[src/design/spsq_pkg.sv]
// ----------------------------------------------------------------------------
// spsq_pkg
// Shared types and codes for the stable priority sorted queue.
// ----------------------------------------------------------------------------
package spsq_pkg;

    localparam int DEPTH_DEF = 32;
    localparam int PID_W     = 16;
    localparam int BURST_W   = 16;
    localparam int PRIO_W    = 8;
    localparam int STATUS_W  = 2;

    localparam logic KIND_INSERT = 1'b0;
    localparam logic KIND_DRAIN  = 1'b1;

    localparam logic [STATUS_W-1:0] ST_EMIT  = 2'd0;
    localparam logic [STATUS_W-1:0] ST_EMPTY = 2'd1;
    localparam logic [STATUS_W-1:0] ST_DROP  = 2'd2;

    typedef struct packed {
        logic [PID_W-1:0]   pid;
        logic [BURST_W-1:0] burst;
        logic [PRIO_W-1:0]  prio;
    } t_entry;

    typedef enum logic [1:0] {
        OP_HOLD,
        OP_INSERT,
        OP_SHIFT
    } t_op;

    // broadcast to every cell
    typedef struct packed {
        t_op    op;
        t_entry entry;
    } t_ctl;

    // what a cell shows its neighbors
    typedef struct packed {
        logic   valid;
        logic   gt;
        t_entry entry;
    } t_link;

endpackage

[src/design/spsq_cell.sv]
// ----------------------------------------------------------------------------
// spsq_cell
// One slot of the sorted row. On insert it holds, takes the new word, or takes
// its left neighbor's word; on drain it takes its right neighbor's word.
// ----------------------------------------------------------------------------
module spsq_cell (
    input  logic           i_clk,
    input  logic           i_rst_n,
    input  spsq_pkg::t_ctl  i_ctl,
    input  spsq_pkg::t_link i_left,
    input  spsq_pkg::t_link i_right,
    output spsq_pkg::t_link o_link
);

    logic             r_valid;
    spsq_pkg::t_entry r_entry;
    logic             n_valid;
    spsq_pkg::t_entry n_entry;
    logic             w_gt;

    // empty slot or strictly larger priority number: new word lands at or before us
    assign w_gt = !r_valid || (r_entry.prio > i_ctl.entry.prio);

    always_comb begin
        n_valid = r_valid;
        n_entry = r_entry;
        case (i_ctl.op)
            spsq_pkg::OP_INSERT: begin
                if (w_gt && i_left.gt) begin
                    n_valid = i_left.valid;
                    n_entry = i_left.entry;
                end else if (w_gt) begin
                    n_valid = 1'b1;
                    n_entry = i_ctl.entry;
                end
            end
            spsq_pkg::OP_SHIFT: begin
                n_valid = i_right.valid;
                n_entry = i_right.entry;
            end
            default: begin
            end
        endcase
    end

    always_ff @(posedge i_clk) begin
        if (!i_rst_n) begin
            r_valid <= 1'b0;
        end else begin
            r_valid <= n_valid;
        end
        r_entry <= n_entry;
    end

    assign o_link.valid = r_valid;
    assign o_link.gt    = w_gt;
    assign o_link.entry = r_entry;

endmodule

[src/design/stable_priority_sorted_queue.sv]
// ----------------------------------------------------------------------------
// stable_priority_sorted_queue
// Priority queue built as a row of DEPTH cells kept sorted by priority, ties in
// arrival order. Insert places a word as the row shifts in parallel; drain streams all words.
// ----------------------------------------------------------------------------
//  channel  handshake            payload
//  in       i_valid / o_ready    i_kind i_process_id i_burst_length i_priority_level
//  out      o_valid / i_ready    o_status o_out_process_id o_out_burst_length
//                                o_out_priority_level o_last_of_run
//
//  Insert: one per cycle unless a drain runs or the output is stalled; the
//  row shifts in parallel, no result unless full. Drain of N words: one word
//  per cycle from cell 0 as the row shifts left; input is held off until the
//  last word is loaded into the output register. Output stalls pause the drain.
//  Synchronous reset clears cell valid bits and control; no clearing pass.
// ----------------------------------------------------------------------------
module stable_priority_sorted_queue #(
    parameter int DEPTH = spsq_pkg::DEPTH_DEF
) (
    input  logic                          i_clk,
    input  logic                          i_rst_n,
    input  logic                          i_valid,
    output logic                          o_ready,
    input  logic                          i_kind,
    input  logic [spsq_pkg::PID_W-1:0]    i_process_id,
    input  logic [spsq_pkg::BURST_W-1:0]  i_burst_length,
    input  logic [spsq_pkg::PRIO_W-1:0]   i_priority_level,
    output logic                          o_valid,
    input  logic                          i_ready,
    output logic [spsq_pkg::STATUS_W-1:0] o_status,
    output logic [spsq_pkg::PID_W-1:0]    o_out_process_id,
    output logic [spsq_pkg::BURST_W-1:0]  o_out_burst_length,
    output logic [spsq_pkg::PRIO_W-1:0]   o_out_priority_level,
    output logic                          o_last_of_run
);

    spsq_pkg::t_link w_link [DEPTH];
    spsq_pkg::t_link w_none;
    spsq_pkg::t_ctl  w_ctl;
    logic [DEPTH-1:0] w_valid;

    logic r_drain;
    logic r_out_valid;
    logic n_out_valid;
    logic [spsq_pkg::STATUS_W-1:0] r_out_status;
    spsq_pkg::t_entry              r_out_entry;
    logic                          r_out_last;

    logic w_slot_free;
    logic w_in_acc;
    logic w_full;
    logic w_step;

    assign w_none      = '0;
    assign w_slot_free = !r_out_valid || i_ready;
    assign o_ready     = !r_drain && w_slot_free;
    assign w_in_acc    = i_valid && o_ready;
    assign w_full      = w_link[DEPTH-1].valid;
    assign w_step      = r_drain && w_slot_free;

    always_comb begin
        w_ctl.entry.pid   = i_process_id;
        w_ctl.entry.burst = i_burst_length;
        w_ctl.entry.prio  = i_priority_level;
        w_ctl.op          = spsq_pkg::OP_HOLD;
        if (w_in_acc && (i_kind == spsq_pkg::KIND_INSERT) && !w_full) begin
            w_ctl.op = spsq_pkg::OP_INSERT;
        end else if (w_step) begin
            w_ctl.op = spsq_pkg::OP_SHIFT;
        end
    end

    for (genvar gi = 0; gi < DEPTH; gi++) begin : g_cell
        spsq_pkg::t_link w_left;
        spsq_pkg::t_link w_right;
        if (gi == 0) begin : g_first
            assign w_left = w_none;
        end else begin : g_mid_l
            assign w_left = w_link[gi-1];
        end
        if (gi == DEPTH-1) begin : g_last
            assign w_right = w_none;
        end else begin : g_mid_r
            assign w_right = w_link[gi+1];
        end
        spsq_cell u_cell (
            .i_clk   (i_clk),
            .i_rst_n (i_rst_n),
            .i_ctl   (w_ctl),
            .i_left  (w_left),
            .i_right (w_right),
            .o_link  (w_link[gi])
        );
        assign w_valid[gi] = w_link[gi].valid;
    end

    always_comb begin
        n_out_valid = r_out_valid && !i_ready;
        if (w_in_acc) begin
            if (i_kind == spsq_pkg::KIND_DRAIN) begin
                if (!w_link[0].valid) begin
                    n_out_valid = 1'b1;
                end
            end else if (w_full) begin
                n_out_valid = 1'b1;
            end
        end else if (w_step) begin
            n_out_valid = 1'b1;
        end
    end

    always_ff @(posedge i_clk) begin
        if (!i_rst_n) begin
            r_drain     <= 1'b0;
            r_out_valid <= 1'b0;
        end else begin
            r_out_valid <= n_out_valid;
            if (w_in_acc) begin
                if ((i_kind == spsq_pkg::KIND_DRAIN) && w_link[0].valid) begin
                    r_drain <= 1'b1;
                end
            end else if (w_step && !w_link[1].valid) begin
                r_drain <= 1'b0;
            end
        end
        if (w_in_acc) begin
            r_out_entry <= '0;
            if (i_kind == spsq_pkg::KIND_DRAIN) begin
                r_out_status <= spsq_pkg::ST_EMPTY;
                r_out_last   <= 1'b1;
            end else begin
                r_out_status <= spsq_pkg::ST_DROP;
                r_out_last   <= 1'b0;
            end
        end else if (w_step) begin
            r_out_entry  <= w_link[0].entry;
            r_out_status <= spsq_pkg::ST_EMIT;
            r_out_last   <= !w_link[1].valid;
        end
    end

    assign o_valid              = r_out_valid;
    assign o_status             = r_out_status;
    assign o_out_process_id     = r_out_entry.pid;
    assign o_out_burst_length   = r_out_entry.burst;
    assign o_out_priority_level = r_out_entry.prio;
    assign o_last_of_run        = r_out_last;

    a_drain_has_word: assert property (@(posedge i_clk) disable iff (!i_rst_n)
        r_drain |-> w_link[0].valid)
        else $error("drain active with empty head cell");

    a_valid_packed: assert property (@(posedge i_clk) disable iff (!i_rst_n)
        ((w_valid + 1'b1) & w_valid) == '0)
        else $error("cell valid bits not packed from cell 0");

    a_insert_grows: assert property (@(posedge i_clk) disable iff (!i_rst_n)
        (w_ctl.op == spsq_pkg::OP_INSERT) |=>
            (w_valid == {$past(w_valid[DEPTH-2:0]), 1'b1}))
        else $error("insert did not add exactly one word");

    a_no_overrun: assert property (@(posedge i_clk) disable iff (!i_rst_n)
        (r_out_valid && !i_ready) |=> (r_out_valid && $stable(r_out_entry)))
        else $error("output word overwritten while stalled");

endmodule

[config.mk]
export PLATFORM = sky130hd
export DESIGN_NAME = stable_priority_sorted_queue
export DESIGN_NICKNAME = d
export VERILOG_FILES = /design/src/design/spsq_pkg.sv /design/src/design/spsq_cell.sv /design/src/design/stable_priority_sorted_queue.sv
export SDC_FILE = /design/constraint.sdc
export NUM_CORES = 2
export LEC_CHECK = 0
export ABC_AREA = 0
export BUFFER_PORTS_ARGS = -buffer_cell sky130_fd_sc_hd__clkbuf_2
export CORE_ASPECT_RATIO = 1.5
export CORE_MARGIN = 5
export CORE_UTILIZATION = 35
export CTS_CLUSTER_SIZE = 30
export DETAILED_ROUTE_END_ITERATION = 8
export PLACE_DENSITY = 0.48
export SKIP_CTS_REPAIR_TIMING = 1
export SLEW_MARGIN = 20
export SYNTH_ARGS = -nofsm -noshare
export SYNTH_HDL_FRONTEND = slang
export SYNTH_SLANG_ARGS = --single-unit
[constraint.sdc]
create_clock -name i_clk -period 5.85 [get_ports i_clk]
set_input_delay 0.8775 -clock i_clk [delete_from_list [all_inputs] [get_ports i_clk]]
set_output_delay 0.8775 -clock i_clk [all_outputs]
set_load 0.01 [all_outputs]
Word level (Yosys, flattened, before mapping)
Index checks and enable logic that the tools add are counted.
{ "word_totals": {"reg_bits": 1357, "in_bits": 45, "output_inout_bits": 45} }
{ "op_classes": {"order_cmp": 32, "eq_ne": 35, "n_mux": 206, "n_bitwise": 1, "reduce_logical": 143} }
{ "ops": {"columns": ["op", "n"], "rows": [
  ["$pmux 40 s2", 32],
  ["$mux 40", 63],
  ["$gt 8x8->1", 32],
  ["$ne 3x1->1 const B", 31],
  ["$mux 1", 74],
  ["$reduce_and 2->1", 33],
  ["$pmux 1 s2", 32],
  ["$logic_and 1x1->1", 39],
  ["$logic_not 1->1", 35],
  ["$logic_or 1x1->1", 33],
  ["$mux 2", 5],
  ["$reduce_bool 2->1", 3],
  ["$ne 2x1->1 const B", 2],
  ["$eq 2x1->1 const B", 1],
  ["$eq 2x2->1 const B", 1],
  ["$not 1->1", 1]
]} }

Depth between registers and ports, before layout
{ "logic_depth": {"word_depth": 10, "mapped_depth": 9, "depth_no_buf": 8} }

Hierarchy
Synthesis repeated with hierarchy kept, for this count alone.
{ "unflattened": {"cells_unflattened": 10482, "hier_area_um2": 98893.6} }
{ "by_module_without_submodules": {"columns": ["mod", "n_inst", "cells_each", "area_each_um2", "seq_area_each_um2"], "rows": [
  ["spsq_cell", 32, 324, 3044.2, 1221.2],
  ["stable_priority_sorted_queue", 1, 114, 1480.2, 930.9]
]} }

Worst setup path after synthesis
OpenSTA, ideal clock, no wires.
{ "synth_path": {"kind": "input -> register", "from": "input i_priority_level[3] (netlist name)", "to": "register g_cell[20].u_cell.r_entry, in the netlist g_cell[20].u_cell.o_link[0], enable pin", "arrival_ps": 4559, "slack_ps": 829, "path_stages": 5, "n_path_buf": 0, "path_cell_list": "inv_1 > ha_1 > and4_1 > a31o_2 > a31oi_1"} }
{ "synth_via": {"elab_chain_len": 5, "word_cells_on_any_way": 7, "cone_classes": "order compare: 2; eq/ne: 1; reduce/logical: 4"} }
{ "synth_rtl": {"columns": ["item", "line", "rtl"], "rows": [
  ["start, declared", "stable_priority_sorted_queue.sv:27", "input logic [spsq_pkg::PRIO_W-1:0] i_priority_level,"],
  ["$gt 8x8->1", "spsq_cell.sv:22", "assign w_gt = !r_valid || (r_entry.prio > i_ctl.entry.prio);"],
  ["$logic_or 1x1->1", "spsq_cell.sv:22", null],
  ["$logic_and 1x1->1", "spsq_cell.sv:29", "if (w_gt && i_left.gt) begin"],
  ["$ne 3x1->1 (no line) (*)", null, null],
  ["$reduce_and 2->1 (no line) (*)", null, null],
  ["end signal, assigned", "spsq_cell.sv:52", "r_entry <= n_entry;"],
  ["end, declared", "spsq_cell.sv:16", "spsq_pkg::t_entry r_entry;"]
]} }
Mark *: on every way between the ends. The rest lies on a longest branch, timed or not.
A chain may end at the register's enable or synchronous reset.

==> impl_metrics.toml <==
[outcome]
result_of_the_run = "finished clean"

[timing]
worst_slew_margin_rel_pct = 21.69
maxClockFrequency_mhz = 289.8
fin_worst_skew_ps = 56.25
post-route-min-period_ps = 3450
period_share_pct = 58.98
finalSetupViolCount = 0
worst_slew_pin_slew_ps = 1175
timing_max_transition_violations_final = 0
fin_hold_ws_ps = 360.4
grt_setup_unrepaired = "no"
finalHoldViolations = 0
finalSetupTns_ps = 0

[setup_path]
cp_num_buf_inv = 4
cp_slowest_stage_delay_ps = 770
r2r_setup_slack_ps = 2560
r2r-end = "g_cell[2].u_cell.o_link[11]"
timing.setup.critical_path_class = "input pin to register"
startpoint_type = "input pin"
crit_path_top_delay_cell = "sky130_fd_sc_hd__a22oi_2"
crit-reg2reg-launch = "r_drain"
timing.reg2reg.worst_path_depth = 5
worstPathMaxFanout = 32
worst_setup_path_end_kind = "register"
crit_family = "compound AO/OA/AOI/OAI gates"
path_cells = "clkbuf_2 -> clkinv_1 -> buf_4 -> ha_1 -> and4_1 -> o21ai_0 -> o21ai_1 -> a22oi_2 -> buf_4 -> o211ai_1"
critical_path.most_common_cell = "sky130_fd_sc_hd__buf_4"
worst-endpoint-required_ps = 6340
worst_ep_arrival_time_ps = 3940

[clock_network]
cts_sinks = 1357
worst_setup_hold_path_clk_slew_ps = 60
cts-root-buf = "sky130_fd_sc_hd__clkbuf_16"
clk_path_buf_depth = 4
tritoncts = "done"
clock_insertion_delay_worst_skew_ps = 830
ctsHtreeMaxLevel = 4
cts_bufs_inserted = 156

[synth]
ys_seq_area_share_pct = 56.39
number_of_synthesized_flops_with_an_enable_pin = 1283
mappedNetlistArea_um2 = 70950
ys_types = 41
synth_flop_cell = "sky130_fd_sc_hd__edfxtp_1"
syn-mean-instance-area_um2 = 10.39
synth.yosys.warnings = 0
flops_latches_synth = 1357
post_synth_inst_count = 6828
mappedNetlistNets = 7129
synthArstFlopShare_pct = 0

[route]
drt_wl_total_mm = 233.6
detailedRoute.firstIterationViolations = 4833
route.detailed.vias_per_inst = 5.945
wl_per_cell_um = 25.06
drt_pre_antenna_iters = 5
drtAntennaViolNets = 0
drc_errors = 0
routed_via_count = 55440

[finish]
drive_above_1_share_pct = 8.606
num-fill-cells = 19760
layout.core_utilization_pct = 39.23
multiInputGateArea_um2 = 28740
layout.nets = 6859
area_delta_synth_final_pct = 11.66
register_area_um2 = 40010

[worst_hold_path]
min-delay-path-class = "input pin to register"
min-delay-start = "i_valid"
hold_depth = 3
timing.hold.worst_endpoint = "o_valid"

[global_route]
grt_pass1_wl_mm = 356.1
via_count_of_the_first_global_routing_pass = 56200
grt_overflow = 0
grt_max_degree = 211
antenna_found_initial = 5
grt_usage_pct = 21.40

[floorplan]
die-width_um = 377.6
die-height_um = 561.4
core_area_um2 = 201900
ios = 90
die_area_um2 = 212000
initial_core_util_pct = 35.13
row_count = 202

[placement]
port_buffers = 89
gpl.final_weighted_congestion = 0.8123
dpl.hpwl_mm = 152.0

[pwr]
p_total_mw = 29.76
ir_worst_vdd_mv = 0.2019
leakagePower_nw = 26.69
power_density_nw_per_um2 = 375.6

[run]
timing.max_cap.violations = 0
==> report_power, final <==
part           internal [mW]  switching [mW]  leakage, nW
clock                   5.50            4.10         2.34
sequential              12.7           0.879         12.7
combinational           2.35            4.21         11.6
==> tightest hold or removal path: cells and delay by family <==
kind | cells | cell delay (ps)
buffers and inverters | 1 | 100
and+or+nand+nor | 1 | 50
AOI/OAI and AO/OA | 1 | 70
==> synthesized netlist by cell type, types with 28 or more instances <==
cell type                  count  area share, %
sky130_fd_sc_hd__nand2_1    1459            7.7
sky130_fd_sc_hd__o21ai_1      37           0.26
sky130_fd_sc_hd__and4_1       29           0.36
sky130_fd_sc_hd__o21ai_0      95           0.67
sky130_fd_sc_hd__dfxtp_1      74            2.1
sky130_fd_sc_hd__a211o_1      29           0.36
sky130_fd_sc_hd__nor2b_1      35           0.31
sky130_fd_sc_hd__a31oi_1      29           0.26
sky130_fd_sc_hd__clkbuf_1    613            3.2
sky130_fd_sc_hd__mux2i_1      40           0.56
sky130_fd_sc_hd__buf_2        48           0.34
sky130_fd_sc_hd__o221ai_1     30           0.37
sky130_fd_sc_hd__edfxtp_1   1283             54
sky130_fd_sc_hd__a22oi_2      28           0.49
sky130_fd_sc_hd__nand3_1    1200            8.5
sky130_fd_sc_hd__nand4_1      34           0.30
sky130_fd_sc_hd__o211a_1      29           0.41
sky130_fd_sc_hd__a21oi_1     125           0.88
sky130_fd_sc_hd__o211ai_1   1172             12
sky130_fd_sc_hd__inv_1        40           0.21
sky130_fd_sc_hd__ha_1        256            4.5
==> metal layers <==
layer / wire length, µm / share of wire [%] / vias up / GRT usage, %
li1: - / - / 25600 / -
met1: 96390 / 41 / 27790 / 27.03
met2: 116600 / 50 / 1655 / 37.37
met3: 11230 / 4.8 / 390 / 2.678
met4: 9429 / 4.0 / 0 / 8.170
met5: 0 / 0 / - / 0
==> final cells by class <==
cell class,count,area share (%)
antenna,2,0.006317
clock buffer,198,5.256
clock inverter,72,0.7975
inverter,40,0.1927
multi-input combinational,4751,36.28
sequential,1357,50.50
tap,2652,4.188
timing repair buffer,252,2.786
==> sequential cells by signal, summed over array words and instances, names as in the netlist <==
register,cells
o_out_priority_level,8
o_valid,1
o_out_burst_length,16
o_out_process_id,16
r_drain,1
g_cell.u_cell.o_link,1280
o_last_of_run,1
g_cell.u_cell.r_valid,32
o_status,2
==> cell families (layout without fill, tap and decap cells) <==
logic type | count (synthesis) | after routing | synth area share [%]
muxes | 40 | 40 | 0.5643
buffers and inverters | 720 | 562 | 3.936
other | 0 | 2 | 0
and+or+nand+nor | 2805 | 2805 | 17.57
adders and majority gates | 256 | 256 | 4.514
AOI/OAI and AO/OA | 1650 | 1650 | 17.03
DFF | 1357 | 1357 | 56.39
==> through the flow <==
step | std cells | setup slack [ps] | cell area [µm²]
6_report | 9324 | 2400 | 79230
5_1_grt | 9323 | 2160 | 79220
4_1_cts | 9322 | 2469 | 79220
3_5_place_dp | 9052 | 1622 | 74420
3_3_place_gp | 9052 | 1654 | 74420
2_1_floorplan | 6828 | 829.3 | 70950
==> layout by cell type, fill, tap and decap left out, drive strengths merged, types with 30 or more instances in the layout <==
cell / Yosys / routed
edfxtp: 1283 / 1283
ha: 256 / 256
clkbuf: 613 / 287
buf: 67 / 163
nand4: 34 / 34
nor2b: 35 / 35
dfxtp: 74 / 74
o221ai: 30 / 30
a21oi: 125 / 125
inv: 40 / 43
clkinv: 0 / 56
o21ai: 132 / 132
nand3: 1200 / 1200
o211ai: 1172 / 1172
nand2: 1459 / 1459
mux2i: 40 / 40
==> worst max path at each step <==
stage                                        end  cells after the start                start
finish               g_cell[2].u_cell.o_link[16]                     10  i_priority_level[1]
global route        g_cell[16].u_cell.o_link[31]                     10  i_priority_level[0]
CTS                 g_cell[17].u_cell.o_link[30]                     10  i_priority_level[0]
detailed placement  g_cell[17].u_cell.o_link[30]                      9  i_priority_level[0]
global placement    g_cell[17].u_cell.o_link[39]                      9  i_priority_level[0]
floorplan            g_cell[20].u_cell.o_link[0]                      5  i_priority_level[3]
Note: power is estimated with default switching activity, not from simulation.
